## src/sv/lsra_pkg.sv

```systemverilog
// ----------------------------------------------------------------------------
// lsra_pkg: shared types and constants of the linear scan register allocator
// Slot table sizing, field widths, stream packing and inter-module structs.
// ----------------------------------------------------------------------------
`default_nettype none

package lsra_pkg;

  localparam int NUM_REGS      = 12;
  localparam int POSITION_BITS = 16;
  localparam int ID_BITS       = 10;

  localparam int SLOT_BITS  = (NUM_REGS > 1) ? $clog2(NUM_REGS) : 1;
  localparam int COUNT_BITS = $clog2(NUM_REGS + 1);
  localparam int REG_BITS   = 4;   // assigned_reg field width
  localparam int CFG_BITS   = 4;   // regs_in_use register width

  localparam logic [CFG_BITS-1:0] REGS_IN_USE_RESET = CFG_BITS'(12);

  // Stream packing
  localparam int IN_FIELD_BITS  = ID_BITS + 2 * POSITION_BITS;
  localparam int IN_DATA_BITS   = ((IN_FIELD_BITS + 7) / 8) * 8;
  localparam int OUT_FIELD_BITS = REG_BITS + ID_BITS;
  localparam int OUT_DATA_BITS  = ((OUT_FIELD_BITS + 7) / 8) * 8;

  // Input op codes
  localparam logic OP_NEW_PASS = 1'b0;
  localparam logic OP_ALLOC    = 1'b1;

  typedef logic [POSITION_BITS-1:0] pos_t;
  typedef logic [ID_BITS-1:0]       id_t;
  typedef logic [SLOT_BITS-1:0]     slot_t;
  typedef logic [COUNT_BITS-1:0]    count_t;

  // Table write command
  typedef struct packed {
    logic  clear;    // new pass: drop every slot
    logic  apply;    // allocation item: commit expiry
    logic  set;      // write slot with new interval
    slot_t slot;
    pos_t  end_pos;
    id_t   owner;
  } slot_wr_t;

  // Allocation decision
  typedef struct packed {
    logic  got;      // interval received a register
    logic  evict;    // it took the register of the victim
    slot_t slot;     // register taken (free or victim)
  } decision_t;

endpackage

`default_nettype wire

```

## src/sv/lsra_slot_table.sv

```systemverilog
// ----------------------------------------------------------------------------
// lsra_slot_table: per-register busy flags, interval ends and owner ids
// Computes which slots are still live at the new start and commits updates.
// ----------------------------------------------------------------------------
`default_nettype none

module lsra_slot_table (
  input  wire logic                                clk,
  input  wire logic                                rst,
  input  wire lsra_pkg::pos_t                      start_pos,
  input  wire lsra_pkg::slot_wr_t                  wr,
  input  wire lsra_pkg::slot_t                     rd_slot,
  output lsra_pkg::pos_t                           slot_end [lsra_pkg::NUM_REGS],
  output logic [lsra_pkg::NUM_REGS-1:0]            live,
  output lsra_pkg::id_t                            rd_owner
);

  logic [lsra_pkg::NUM_REGS-1:0] busy;
  logic [lsra_pkg::NUM_REGS-1:0] busy_next;
  lsra_pkg::id_t                 slot_owner [lsra_pkg::NUM_REGS];

  // A slot stays live while its end is not below the new start.
  always_comb begin
    for (int i = 0; i < lsra_pkg::NUM_REGS; i++) begin
      live[i] = busy[i] && !(slot_end[i] < start_pos);
    end
  end

  always_comb begin
    busy_next = busy;
    if (wr.clear) begin
      busy_next = '0;
    end else if (wr.apply) begin
      busy_next = live;
      if (wr.set) begin
        busy_next[wr.slot] = 1'b1;
      end
    end
  end

  always_ff @(posedge clk) begin
    if (rst) begin
      busy <= '0;
    end else begin
      busy <= busy_next;
    end
  end

  // Ends and owners are only read behind a busy flag; no reset needed.
  always_ff @(posedge clk) begin
    if (wr.apply && wr.set) begin
      slot_end[wr.slot]   <= wr.end_pos;
      slot_owner[wr.slot] <= wr.owner;
    end
  end

  assign rd_owner = slot_owner[rd_slot];

endmodule

`default_nettype wire

```

## src/sv/lsra_select.sv

```systemverilog
// ----------------------------------------------------------------------------
// lsra_select: allocation decision for one interval, or a spill
// Lowest free usable slot, else max-end victim past new_end (ties to lowest).
// ----------------------------------------------------------------------------
`default_nettype none

module lsra_select (
  input  wire logic [lsra_pkg::NUM_REGS-1:0] live,
  input  wire lsra_pkg::pos_t                slot_end [lsra_pkg::NUM_REGS],
  input  wire lsra_pkg::count_t              usable_n,
  input  wire lsra_pkg::pos_t                new_end,
  output lsra_pkg::decision_t                dec
);

  localparam int LEVELS = (lsra_pkg::NUM_REGS > 1) ? $clog2(lsra_pkg::NUM_REGS) : 1;
  localparam int TREE_N = 1 << LEVELS;

  logic [lsra_pkg::NUM_REGS-1:0] usable;
  logic                          any_free;
  lsra_pkg::slot_t               free_slot;

  logic            cand_v [TREE_N];
  lsra_pkg::pos_t  cand_e [TREE_N];
  lsra_pkg::slot_t cand_i [TREE_N];

  always_comb begin
    for (int i = 0; i < lsra_pkg::NUM_REGS; i++) begin
      usable[i] = lsra_pkg::COUNT_BITS'(i) < usable_n;
    end
  end

  // Priority encoder, lowest index wins
  always_comb begin
    any_free  = 1'b0;
    free_slot = '0;
    for (int i = lsra_pkg::NUM_REGS - 1; i >= 0; i--) begin
      if (usable[i] && !live[i]) begin
        any_free  = 1'b1;
        free_slot = lsra_pkg::SLOT_BITS'(i);
      end
    end
  end

  // Max-end tree; the left (lower) entry wins on equal ends.
  always_comb begin
    for (int i = 0; i < TREE_N; i++) begin
      if (i < lsra_pkg::NUM_REGS) begin
        cand_v[i] = usable[i] && live[i];
        cand_e[i] = slot_end[i];
      end else begin
        cand_v[i] = 1'b0;
        cand_e[i] = '0;
      end
      cand_i[i] = lsra_pkg::SLOT_BITS'(i);
    end
    for (int lvl = 0; lvl < LEVELS; lvl++) begin
      for (int j = 0; j < TREE_N; j += (2 << lvl)) begin
        if (cand_v[j + (1 << lvl)] &&
            (!cand_v[j] || (cand_e[j + (1 << lvl)] > cand_e[j]))) begin
          cand_v[j] = 1'b1;
          cand_e[j] = cand_e[j + (1 << lvl)];
          cand_i[j] = cand_i[j + (1 << lvl)];
        end
      end
    end
  end

  always_comb begin
    dec = '0;
    if (any_free) begin
      dec.got  = 1'b1;
      dec.slot = free_slot;
    end else if (cand_v[0] && (cand_e[0] > new_end)) begin
      dec.got   = 1'b1;
      dec.evict = 1'b1;
      dec.slot  = cand_i[0];
    end
  end

endmodule

`default_nettype wire

```

## src/sv/linear_scan_register_allocator_unit.sv

```systemverilog
// ----------------------------------------------------------------------------
// linear_scan_register_allocator_unit: linear scan register allocation
// One result item per input item: assigned register, eviction or spill, or all zero for a new pass.
// ----------------------------------------------------------------------------
// An accepted item waits in the input register and moves into the result register once that one is empty or taken.
// Throughput: one item per cycle while m_tready stays high; expiry, selection and table update all
//   happen between the input register and the result register.
// Reset (rst, synchronous): empties the slot table, drops both pipeline
//   registers and sets regs_in_use to 12. No clearing pass is needed.
`default_nettype none

module linear_scan_register_allocator_unit (
  input  wire logic                                 clk,
  input  wire logic                                 rst,
  // config: regs_in_use
  input  wire logic                                 cfg_we,
  input  wire logic [lsra_pkg::CFG_BITS-1:0]        cfg_wdata,
  // input items
  input  wire logic                                 s_tvalid,
  output logic                                      s_tready,
  // tdata, low bit up: id, start pos, end pos, zero pad
  input  wire logic [lsra_pkg::IN_DATA_BITS-1:0]    s_tdata,
  // tuser: op
  input  wire logic                                 s_tuser,
  // result items
  output logic                                      m_tvalid,
  input  wire logic                                 m_tready,
  // tdata, low bit up: assigned_reg, evicted_id, zero pad
  output logic [lsra_pkg::OUT_DATA_BITS-1:0]        m_tdata,
  // tuser, low bit up: got_register, evicted_valid
  output logic [1:0]                                m_tuser
);

  localparam int START_LSB = lsra_pkg::ID_BITS;
  localparam int END_LSB   = lsra_pkg::ID_BITS + lsra_pkg::POSITION_BITS;

  // Config register
  logic [lsra_pkg::CFG_BITS-1:0] regs_in_use;
  lsra_pkg::count_t              usable_n;

  // Input register
  logic            in_valid;
  logic            in_op;
  lsra_pkg::id_t   in_id;
  lsra_pkg::pos_t  in_start;
  lsra_pkg::pos_t  in_end;

  logic                  adv;       // input register moves into result register
  logic                  s_accept;
  logic                  work;      // an item is being processed this cycle
  lsra_pkg::slot_wr_t    wr;
  lsra_pkg::decision_t   dec;
  lsra_pkg::pos_t        slot_end [lsra_pkg::NUM_REGS];
  logic [lsra_pkg::NUM_REGS-1:0] live;
  lsra_pkg::id_t         victim_owner;

  always_ff @(posedge clk) begin
    if (rst) begin
      regs_in_use <= lsra_pkg::REGS_IN_USE_RESET;
    end else if (cfg_we) begin
      regs_in_use <= cfg_wdata;
    end
  end

  // Zero acts as one, anything above the table size as the table size.
  always_comb begin
    if (regs_in_use == '0) begin
      usable_n = lsra_pkg::COUNT_BITS'(1);
    end else if ({1'b0, regs_in_use} > (lsra_pkg::CFG_BITS + 1)'(lsra_pkg::NUM_REGS)) begin
      usable_n = lsra_pkg::COUNT_BITS'(lsra_pkg::NUM_REGS);
    end else begin
      usable_n = lsra_pkg::COUNT_BITS'(regs_in_use);
    end
  end

  // Handshake: the result register parts the two sides.
  assign adv      = !m_tvalid || m_tready;
  assign s_tready = !in_valid || adv;
  assign s_accept = s_tvalid && s_tready;
  assign work     = in_valid && adv;

  always_ff @(posedge clk) begin
    if (rst) begin
      in_valid <= 1'b0;
    end else if (s_accept) begin
      in_valid <= 1'b1;
    end else if (adv) begin
      in_valid <= 1'b0;
    end
  end

  always_ff @(posedge clk) begin
    if (s_accept) begin
      in_op    <= s_tuser;
      in_id    <= s_tdata[lsra_pkg::ID_BITS-1:0];
      in_start <= s_tdata[START_LSB +: lsra_pkg::POSITION_BITS];
      in_end   <= s_tdata[END_LSB +: lsra_pkg::POSITION_BITS];
    end
  end

  lsra_slot_table u_table (
    .clk       (clk),
    .rst       (rst),
    .start_pos (in_start),
    .wr        (wr),
    .rd_slot   (dec.slot),
    .slot_end  (slot_end),
    .live      (live),
    .rd_owner  (victim_owner)
  );

  lsra_select u_select (
    .live     (live),
    .slot_end (slot_end),
    .usable_n (usable_n),
    .new_end  (in_end),
    .dec      (dec)
  );

  // Table commits in the same edge that loads the result, so the next
  // item already sees the updated slots.
  always_comb begin
    wr.clear   = work && (in_op == lsra_pkg::OP_NEW_PASS);
    wr.apply   = work && (in_op == lsra_pkg::OP_ALLOC);
    wr.set     = dec.got;
    wr.slot    = dec.slot;
    wr.end_pos = in_end;
    wr.owner   = in_id;
  end

  // Result register
  always_ff @(posedge clk) begin
    if (rst) begin
      m_tvalid <= 1'b0;
    end else if (adv) begin
      m_tvalid <= in_valid;
    end
  end

  always_ff @(posedge clk) begin
    if (work) begin
      if ((in_op == lsra_pkg::OP_ALLOC) && dec.got) begin
        m_tuser <= {dec.evict, 1'b1};
        m_tdata <= lsra_pkg::OUT_DATA_BITS'({
                     (dec.evict ? victim_owner : lsra_pkg::id_t'(0)),
                     lsra_pkg::REG_BITS'(dec.slot)});
      end else begin
        // new pass or spill: all fields zero
        m_tuser <= '0;
        m_tdata <= '0;
      end
    end
  end

  // An item in the input register always lands in the result register.
  a_work_lands : assert property (@(posedge clk) disable iff (rst)
    work |=> m_tvalid)
    else $error("processed item did not reach the result register");

  // An eviction always comes with a register.
  a_evict_has_reg : assert property (@(posedge clk) disable iff (rst)
    (m_tvalid && m_tuser[1]) |-> m_tuser[0])
    else $error("eviction reported without a register");

  // Spill and new pass results carry all-zero data.
  a_spill_zero : assert property (@(posedge clk) disable iff (rst)
    (m_tvalid && !m_tuser[0]) |-> (m_tdata == '0 && !m_tuser[1]))
    else $error("spill result carries nonzero fields");

  // With the result register empty the block always takes an item.
  a_ready_when_empty : assert property (@(posedge clk) disable iff (rst)
    !m_tvalid |-> s_tready)
    else $error("input stalled with an empty result register");

endmodule

`default_nettype wire
```

## config.mk

```make
export PLATFORM = sky130hd
export DESIGN_NAME = linear_scan_register_allocator_unit
export DESIGN_NICKNAME = d
export VERILOG_FILES = /design/src/sv/lsra_pkg.sv /design/src/sv/lsra_slot_table.sv /design/src/sv/lsra_select.sv /design/src/sv/linear_scan_register_allocator_unit.sv
export SDC_FILE = /design/constraint.sdc
export NUM_CORES = 1
export LEC_CHECK = 0
export BUFFER_PORTS_ARGS = -buffer_cell sky130_fd_sc_hd__buf_4
export CORE_MARGIN = 4
export CORE_UTILIZATION = 57
export DETAILED_ROUTE_END_ITERATION = 10
export PLACE_DENSITY = 0.77
export SYNTH_ARGS = -nofsm -noshare
export SYNTH_HDL_FRONTEND = slang
export SYNTH_HIERARCHICAL = 1
export SYNTH_SLANG_ARGS = --single-unit
```

## constraint.sdc

```tcl
create_clock -name clk -period 13.2 [get_ports clk]
set_input_delay 0 -clock clk [delete_from_list [all_inputs] [get_ports clk]]
set_output_delay 0 -clock clk [all_outputs]
set_load 0.05 [all_outputs]
```

---- Word-level counts from Yosys, hierarchy flattened ----
Memories as Yosys holds them, arrays and structs flattened. A register that Yosys moved wholly into a read port is not among the register bits.
Index checks and enable logic that the tools add are counted.
operators by class
  reduce and logical (&&, ||, !) cells .... 111
  eq/ne operators ......................... 0
  shift-type cells ........................ 0
  $add $sub $neg .......................... 0
  bitwise operators ....................... 3
  magnitude comparators ................... 41
  multipliers ............................. 0
  multiplexer cells ....................... 74
  div/mod/pow operators ................... 0
operators by type and width
  cell                                                                          count
  192-bit bitwise mux                                                           1
  16-bit greater-than comparator                                                12
  16-bit less-than comparator                                                   12
  16-bit 2-to-1 mux                                                             12
  16-bit demux with 4-bit select                                                1
  4-bit 2-to-1 mux                                                              16
  1-bit logical AND                                                             56
  1-bit logical NOT                                                             38
  1-bit 2-to-1 mux                                                              37
  3-bit by 4-bit less-than comparator with 1-bit output, first input constant   4
  4-bit less-than comparator, first input constant                              4
  1-bit logical OR                                                              13
  12-bit 2-to-1 mux                                                             1
  12-bit OR                                                                     1
  1-bit by 4-bit less-than comparator with 1-bit output, first input constant   2
  2-bit by 4-bit less-than comparator with 1-bit output, first input constant   2
  2-bit 2-to-1 mux                                                              3
  6-bit 2-to-1 mux                                                              1
  5-bit >= comparator, second input constant                                    1
  4-bit by 5-bit less-than comparator with 1-bit output, second input constant  1
  5-bit by 1-bit less-than comparator with 1-bit output, second input constant  1
  4-bit NOT with 5-bit output                                                   1
  1-bit demux with 4-bit select                                                 1
  4-bit by 1-bit >= comparator with 1-bit output, second input constant         1
  7 further kinds                                                               7
storage, ports and cells
  bits in registers ....................... 261
  memories kept ........................... 1
  word-level logic and storage cells ...... 254
  output and inout bits ................... 20
  latch bits .............................. 0
  input port bits ......................... 58
  bits in writable memories ............... 120
  bits in read-only memories .............. 0
memories
  name                words  width  rd ports  clocked after memory_dff  wr ports  RTL line               RTL
  u_table.slot_owner  12     10     1         1                         1         lsra_slot_table.sv:20  lsra_pkg::id_t slot_owner [lsra_pkg::NUM_REGS];

---- Longest topological paths before layout ----
Gate-level depths: netlist of run 1.
  depth after elaboration ................. 31
  mapped depth ............................ 59
  gate-level depth less buffers ........... 52

---- By module ----
Netlist of run 1, hierarchy kept.
modules (own cells, without submodules)
  module                               cells each  times used  seq. area each (µm²)  area each (µm²)
  lsra_slot_table                      941         1           9609.2                14787.9
  lsra_select                          1042        1           0.0                   7758.7
  linear_scan_register_allocator_unit  108         1           1891.8                2190.9

---- Worst setup path after synthesis of run 1 ----
OpenSTA, ideal clock, no wires.
  path kind ............................... register to register
  start point ............................. reg in_start[15]
  end point ............................... reg u_table/busy[2] in the netlist's numbering
  buffers on the path ..................... 5
  arrival ................................. 13557 ps
  path slack .............................. -440 ps
  setup time .............................. 83 ps
  clock period less this slack ............ 13640 ps
  data required time ...................... 13117 ps
  stages on the path, launching flop included .. 52
  path through ............................ edfxtp_1 inv_1 ha_1 nand4_1 nor3_1 and2_1 a31oi_1 a21boi_0 inv_1 a2111oi_4 o221ai_2 o31a_1 buf_6 buf_6 mux2i_1 inv_1 ha_1 a211oi_1 (+16 left out) a211o_1 and3_1 o21a_1 nor2_1 a22oi_1 o211a_1 ha_1 nand4_1 o21ai_0 o21a_1 o21ai_0 a221o_1 or2_2 o22ai_1 nand2_1 nor4_1 o21ai_0 a31oi_1
RTL lines
  what                    RTL line                                   RTL
  start, declared         linear_scan_register_allocator_unit.sv:45  lsra_pkg::pos_t in_start;
  start signal, assigned  linear_scan_register_allocator_unit.sv:96  in_start <= s_tdata[START_LSB +: lsra_pkg::POSITION_BITS];
  end signal, assigned    lsra_slot_table.sv:45                      busy <= busy_next;
  end, declared           lsra_slot_table.sv:18                      logic [lsra_pkg::NUM_REGS-1:0] busy;

==> results of run 1 <==
[how the worst max path moves through the flow]
stage | from | to | slack [ps] | depth (start not counted)
final | in_start[2] | m_tdata[5] | 600 | 56
after global routing | in_start[15] | m_tdata[5] | 2 | 56
after CTS | in_start[2] | m_tdata[9] | 440 | 57
after detailed placement | in_start[11] | m_tdata[6] | 510 | 57
after global placement | in_start[11] | m_tdata[10] | 730 | 54
after floorplan | in_start[15] | u_table/busy[3] | 270 | 51
[synthesized netlist by cell type, types with 27 or more instances]
cell type,instances,share of area
edfxtp_1,371,0.45
a31oi_1,27,0.0068
o21ai_0,104,0.021
nor2b_1,29,0.0073
mux2i_1,124,0.050
ha_1,372,0.19
nor2_1,66,0.010
nand3_1,48,0.0097
nand4_1,76,0.019
nor3_1,33,0.0067
a21oi_1,123,0.025
inv_1,199,0.030
mux4_2,30,0.027
nand2_1,97,0.015
[per-stage QoR]
stage / utilization / setup WS [ps]
after global placement: 0.630 / 729
after CTS: 0.673 / 435
after floorplan: - / 266
after detailed placement: 0.630 / 509
final: 0.676 / 603
after global routing: 0.676 / 2.48
[state kept, by name (all words and copies together) (netlist names)]
| register | count |
|---|---|
| u_table/slot_end | 192 |
| u_table/slot_owner | 120 |
| in_end | 16 |
| in_start | 16 |
| m_tdata | 14 |
| u_table/busy | 12 |
| in_id | 10 |
| regs_in_use | 4 |
| m_tuser | 2 |
| in_op | 1 |
| in_valid | 1 |
| m_tvalid | 1 |
[per-layer routing]
layer  track usage  wire (µm)  share of wire
met5             0          0              0
met4         0.198       5640          0.073
met3        0.0728       7450          0.097
met2         0.516      35100           0.46
met1         0.406      28700           0.37
[critical path: cells and delay by family, from the launching register on]
family	cells	cell delay, ps
buffers and inverters	11	2170
AOI/OAI and AO/OA	21	3810
muxes	3	1050
DFF	1	380
and+or+nand+nor	16	3200
adders and majority gates	5	1690
[power by group through the flow]
| stage | clock, W | sequential, W | combinational [W] |
|---|---|---|---|
| 6_report | 0.00112 | 0.00138 | 0.000229 |
| 5_1_grt | 0.00119 | 0.00139 | 0.000245 |
| 4_1_cts | 0.00113 | 0.00138 | 0.000219 |
| 3_5_place_dp | 0 | 0.00141 | 0.000203 |
| 3_3_place_gp | 0 | 0.00141 | 0.000193 |
| 2_1_floorplan | 0 | 0.00141 | 0.000103 |
[logic make-up after synthesis]
| family | after synthesis | synth area share |
|---|---|---|
| other | 1 | 0.000152 |
| AOI/OAI and AO/OA | 448 | 0.118 |
| and+or+nand+nor | 461 | 0.100 |
| buffers and inverters | 250 | 0.0435 |
| muxes | 170 | 0.0848 |
| DFF | 389 | 0.465 |
| adders and majority gates | 372 | 0.188 |
[cell type report]
class | instances | share of cell area
clock buffers | 45 | 0.0358
well taps | 585 | 0.0252
clock inverters | 26 | 0.00878
flip-flops and latches | 389 | 0.396
diodes | 1 | 0.0000861
inverters | 199 | 0.0261
repair buffers | 271 | 0.0851
multi-input cells | 1453 | 0.423
[what timing repair did]
action,in CTS,in global routing
hold buffers,54,0
resized for setup,0,17
setup endpoints to repair,0,334
endpoints found under the hold margin,61,0
setup buffers,0,8
==> impl_results.md, run 1 <==
- Die height: between 200 and 250 µm
- Die Wd: 216 µm
- Unique masters post-synth: 85
- CP endpoint kind: register
- Peak supply drop: ~130 µV
- Mapped cell area: around 25000 µm²
- Seq cells post-synth: just under 400
- Asr flop ratio synth: 0
- Routed WL: 76.9 mm
- Sw power: ~0.00066 W
- Layout Skew: about 45 ps
- Congestion Overflow GR: 0
- Power Total: about 0.0027 W
- Initial core utilization: 0.576
- Clock share of power: 0.410
- Number of flops mapped to enable cells by yosys: roughly 370
- Layout area overhead: 17.5%
- Root Driver: clkbuf_16
- Commonest non-fill, non-tap cell in the layout: ha_1
- DR vias/cell: 6.52
- Main flop type after synthesis: edfxtp_1
- Gp weighted congestion: ~1.0
- Unrepaired setup endpoints after global routing: no
- Hold endpoint: in_id[2]
- WL per Instance: 25.9 µm
- Post-Layout Cell Count: 2969
- DR vias: 19.4k
- Post-Syn Area per Cell: about 12 µm²
- Slew margin rel.: 0.148
- Crit share post-route: 0.954
- LEAKAGE: between 10 and 15 nW
- First-pass DRT Iterations: 5
- Post-Synthesis Cells: 2091
- R2r startpoint: in_start[2]
- Cell Pwr Density: about 94 nW/µm²
- Most common cell on crit path: o21ai_0
- Result of the run: completed
- FF-to-FF path depth: 56
- Clock-pin slew on the worst setup and hold paths: 70 ps
- Synth warn: 6
- All-Layer GR Usage: 0.324
- Worst path slowest cell: or4_1
- Logic gate share of total power: 0.084
- Post-DP HPWL: 54.0 mm
- CTS Buf Count: 41
- Switching share of total power: 0.242
- Tightest Pin Transition: roughly 1300 ps
- Fill cells: 3010
- MaxCap Viol Count: 0
- Nets: about 2.8k
- Largest stage delay on the critical path: a little under 600 ps
- Initial detailed-routing violation count: 2088
- Antenna violations before repair: 3
- Multi-input logic area: 12300 µm²
- Setup violators final: 0
- Final slew viol count: 0
- CP Max Fanout: 23
- Register-to-register setup slack: 600 ps
- Hold Path Stages: 2
- Hold Violations, Final: 0
- Share of layout cells above drive strength 1: 0.162
- Post-route design area: just under 30000 µm²
- Min-delay worst type: in -> reg
- CP Data Required Time: 13540 ps
- Achievable frequency: 79.4 MHz
- Placed insts: about 2.8k
- CP Class: reg -> reg
- Core area: about 43000 µm²
- Largest net degree at the start of global routing: 44
- Crit Reg-Reg Endpoint: m_tdata[5]
- HP Start: s_tdata[2]
- Hold slack: roughly 130 ps
- Max Root-Sink Buffers: 3
- Flop pwr share: 0.506
- DP Area: around 27000 µm²
- H-tree depth: 2
- Register area share after synthesis: 0.465
- Worst EP arrival: 12940 ps
- Crit start category: register
- Sequential cell area: 11500 µm²
- DRC viols: 0
- Commonest cells after routing, fill and taps aside: ha_1 (372), edfxtp_1 (371), inv_1 (196)
- I/O Buffers: 69
- FP Rows: between 70 and 80
- CTS Sinks: slightly below 400
- Worst skew pair latency: 610 ps
- Setup TNS: 0 ps
- P_int: 0.00207 W
- DIE AREA: around 47000 µm²
- IO Count: 78
- Period minus WS final: around 13000 ps
- Vias in the first global route: roughly 20k
- TritonCTS clock tree: done
- First-pass GRT wire length: 116 mm
- Routed Antenna Nets: 0
Power figures use the tool's default switching activity.
==> run 2, diff against run 1 <==
--- a/config.mk
+++ b/config.mk
@@ -6,7 +6,7 @@
 export NUM_CORES = 1
 export LEC_CHECK = 0
 export BUFFER_PORTS_ARGS = -buffer_cell sky130_fd_sc_hd__buf_4
-export CORE_MARGIN = 4
+export CORE_MARGIN = 5
 export CORE_UTILIZATION = 57
 export DETAILED_ROUTE_END_ITERATION = 10
 export PLACE_DENSITY = 0.77
==> run 2 against run 1 <==
Compared with the run above: core utilization fell by 0.47 points; largest cell class unchanged; first-iteration DRC count fell by 9.9%; power rose by 2.0%; combinational power barely moved; critical path type unchanged.
==> impl_results.md, run 2 (synthesis gave the netlist of run 1 again) <==
- LEAKAGE: 11.7 nW
- Nets: between 2k and 3k
- ANT cells: 0
- IO Count: between 70 and 80
- Routed WL: 76.3 mm
- Fill cells: 3142
- Final slew viol count: 0
- Sequential cell area: roughly 12000 µm²
- CTS Sinks: about 400
- WL per Instance: around 26 µm
- Largest regs: u_table/slot_end: 192 flops, u_table/slot_owner: 120 flops
- First-pass DRT Iterations: 5
- Result of the run: completed
- Peak supply drop: 114 µV
- MaxCap Viol Count: 0
- Achievable frequency: a little under 80 MHz
- CP Class: reg -> reg
- Crit start category: register
- DIE AREA: 47700 µm²
- Placement Setup Slack: approximately 370 ps
- Crit path capture: u_table/slot_owner[4][4]
- DR vias/cell: about 6.4
- Multi-input logic area: 12300 µm²
- Die Wd: 218 µm
- Share of layout cells above drive strength 1: 0.155
- CP Data Required Time: ~13000 ps
- Initial core utilization: 0.576
- Cell Pwr Density: 96.6 nW/µm²
- Worst EP arrival: ~13000 ps
- Congestion Overflow GR: 0
- Slew margin rel.: 0.223
- I/O Buffers: 69
- Min-delay worst type: in -> reg
- Commonest non-fill, non-tap cell in the layout: ha_1
- Die height: about 220 µm
- TritonCTS clock tree: done
- HP Start: s_tdata[16]
- Post-DP HPWL: roughly 57 mm
- Largest Register: u_table/slot_end
- Layout area overhead: 16.7%
- Final Worst Setup Slack: just over 500 ps
- CP Max Fanout: 13
- Initial detailed-routing violation count: between 1.5k and 2k
- Layout Skew: approximately 34 ps
- Setup TNS: 0 ps
- All-Layer GR Usage: 0.316
- R2r startpoint: in_start[7]
- DR vias: approximately 19k
- Setup violators final: 0
- Max FFs per register: ~190
- Power Total: 0.00279 W
- FP Rows: 76
- Crit Reg-Reg Endpoint: u_table/slot_owner[4][4]
- CP endpoint kind: register
- Gp weighted congestion: roughly 1
- Core area: 43000 µm²
- Max Root-Sink Buffers: 3
- Period minus WS final: around 13000 ps
- H-tree depth: 2
- Vias in the first global route: ~19k
- Worst skew pair latency: 590 ps
- Tightest Pin Transition: 1170 ps
- Largest stage delay on the critical path: a little over 900 ps
- DRC viols: 0
- Antenna violations before repair: 1
- Routed Antenna Nets: 0
- Register-to-register setup slack: 510 ps
- Worst path slowest cell: a2111oi_0
- Commonest cells after routing, fill and taps aside: ha_1 (372), edfxtp_1 (371), inv_1 (198)
- Largest net degree at the start of global routing: between 40 and 50
- Clock-pin slew on the worst setup and hold paths: 60 ps
- Root Driver: clkbuf_16
- Hold Violations, Final: 0
- FF-to-FF path depth: 43
- CTS Buf Count: 42
- First-pass GRT wire length: ~110 mm
- Crit share post-route: 0.961
- Crit path launch: in_start[7]
## run 2: through the flow
stage,instance area [µm²],utilization,instances,hold WS (ps)
global placement,26800,0.624,2804,178
CTS,28800,0.669,2937,97.6
global route,28900,0.672,2946,127
finish,28900,0.672,2946,130
detailed placement,26800,0.624,2804,179
floorplan,24700,-,2092,69.1
## run 2: per-layer routing
layer	global-route usage	routed length [µm]	up-vias
li1	-	-	8530
met1	0.399	29700	9320
met2	0.532	36200	905
met3	0.0456	5540	230
met4	0.164	4830	2
met5	0	13	-
## run 2: report_power, final
part / switching (W) / internal, W
Sequential: 0.0000147 / 0.00137
Clock: 0.000507 / 0.000675
Combinational: 0.000139 / 0.0000870
Total: 0.000660 / 0.00213
## run 2: final cells by class
class | count | area share
Multi-Input combinational cell | 1454 | 0.427
Sequential cell | 389 | 0.398
Timing Repair Buffer | 241 | 0.0748
Clock buffer | 56 | 0.0393
Inverter | 199 | 0.0260
Tap cell | 585 | 0.0253
Clock inverter | 22 | 0.00914
## run 2: worst max-delay path, delay by kind of cell (launching register included)
family                   cells  cell delay (ps)
AO/OA/AOI/OAI               18             5930
multiplexers                 2              800
adder cells (fa/ha/maj)      4             1080
flip-flops                   1              420
AND/OR/NAND/NOR             10             2030
buffers and inverters        9             2100
## run 2: what timing repair did
action | 4_1_cts | 5_1_grt
gates resized for setup | 0 | 20
hold endpoints to repair | 59 | 0
setup buffers | 0 | 8
setup endpoints to repair | 0 | 334
hold buffers | 55 | 0
## run 2: worst min path at each step
stage / slack [ps] / to / cells after the start
finish: 130 / in_start[6] / 2
detailed placement: 180 / in_end[10] / 1
global route: 130 / in_id[7] / 2
CTS: 100 / in_id[6] / 2
floorplan: 70 / in_valid / 1
global placement: 180 / in_end[14] / 1
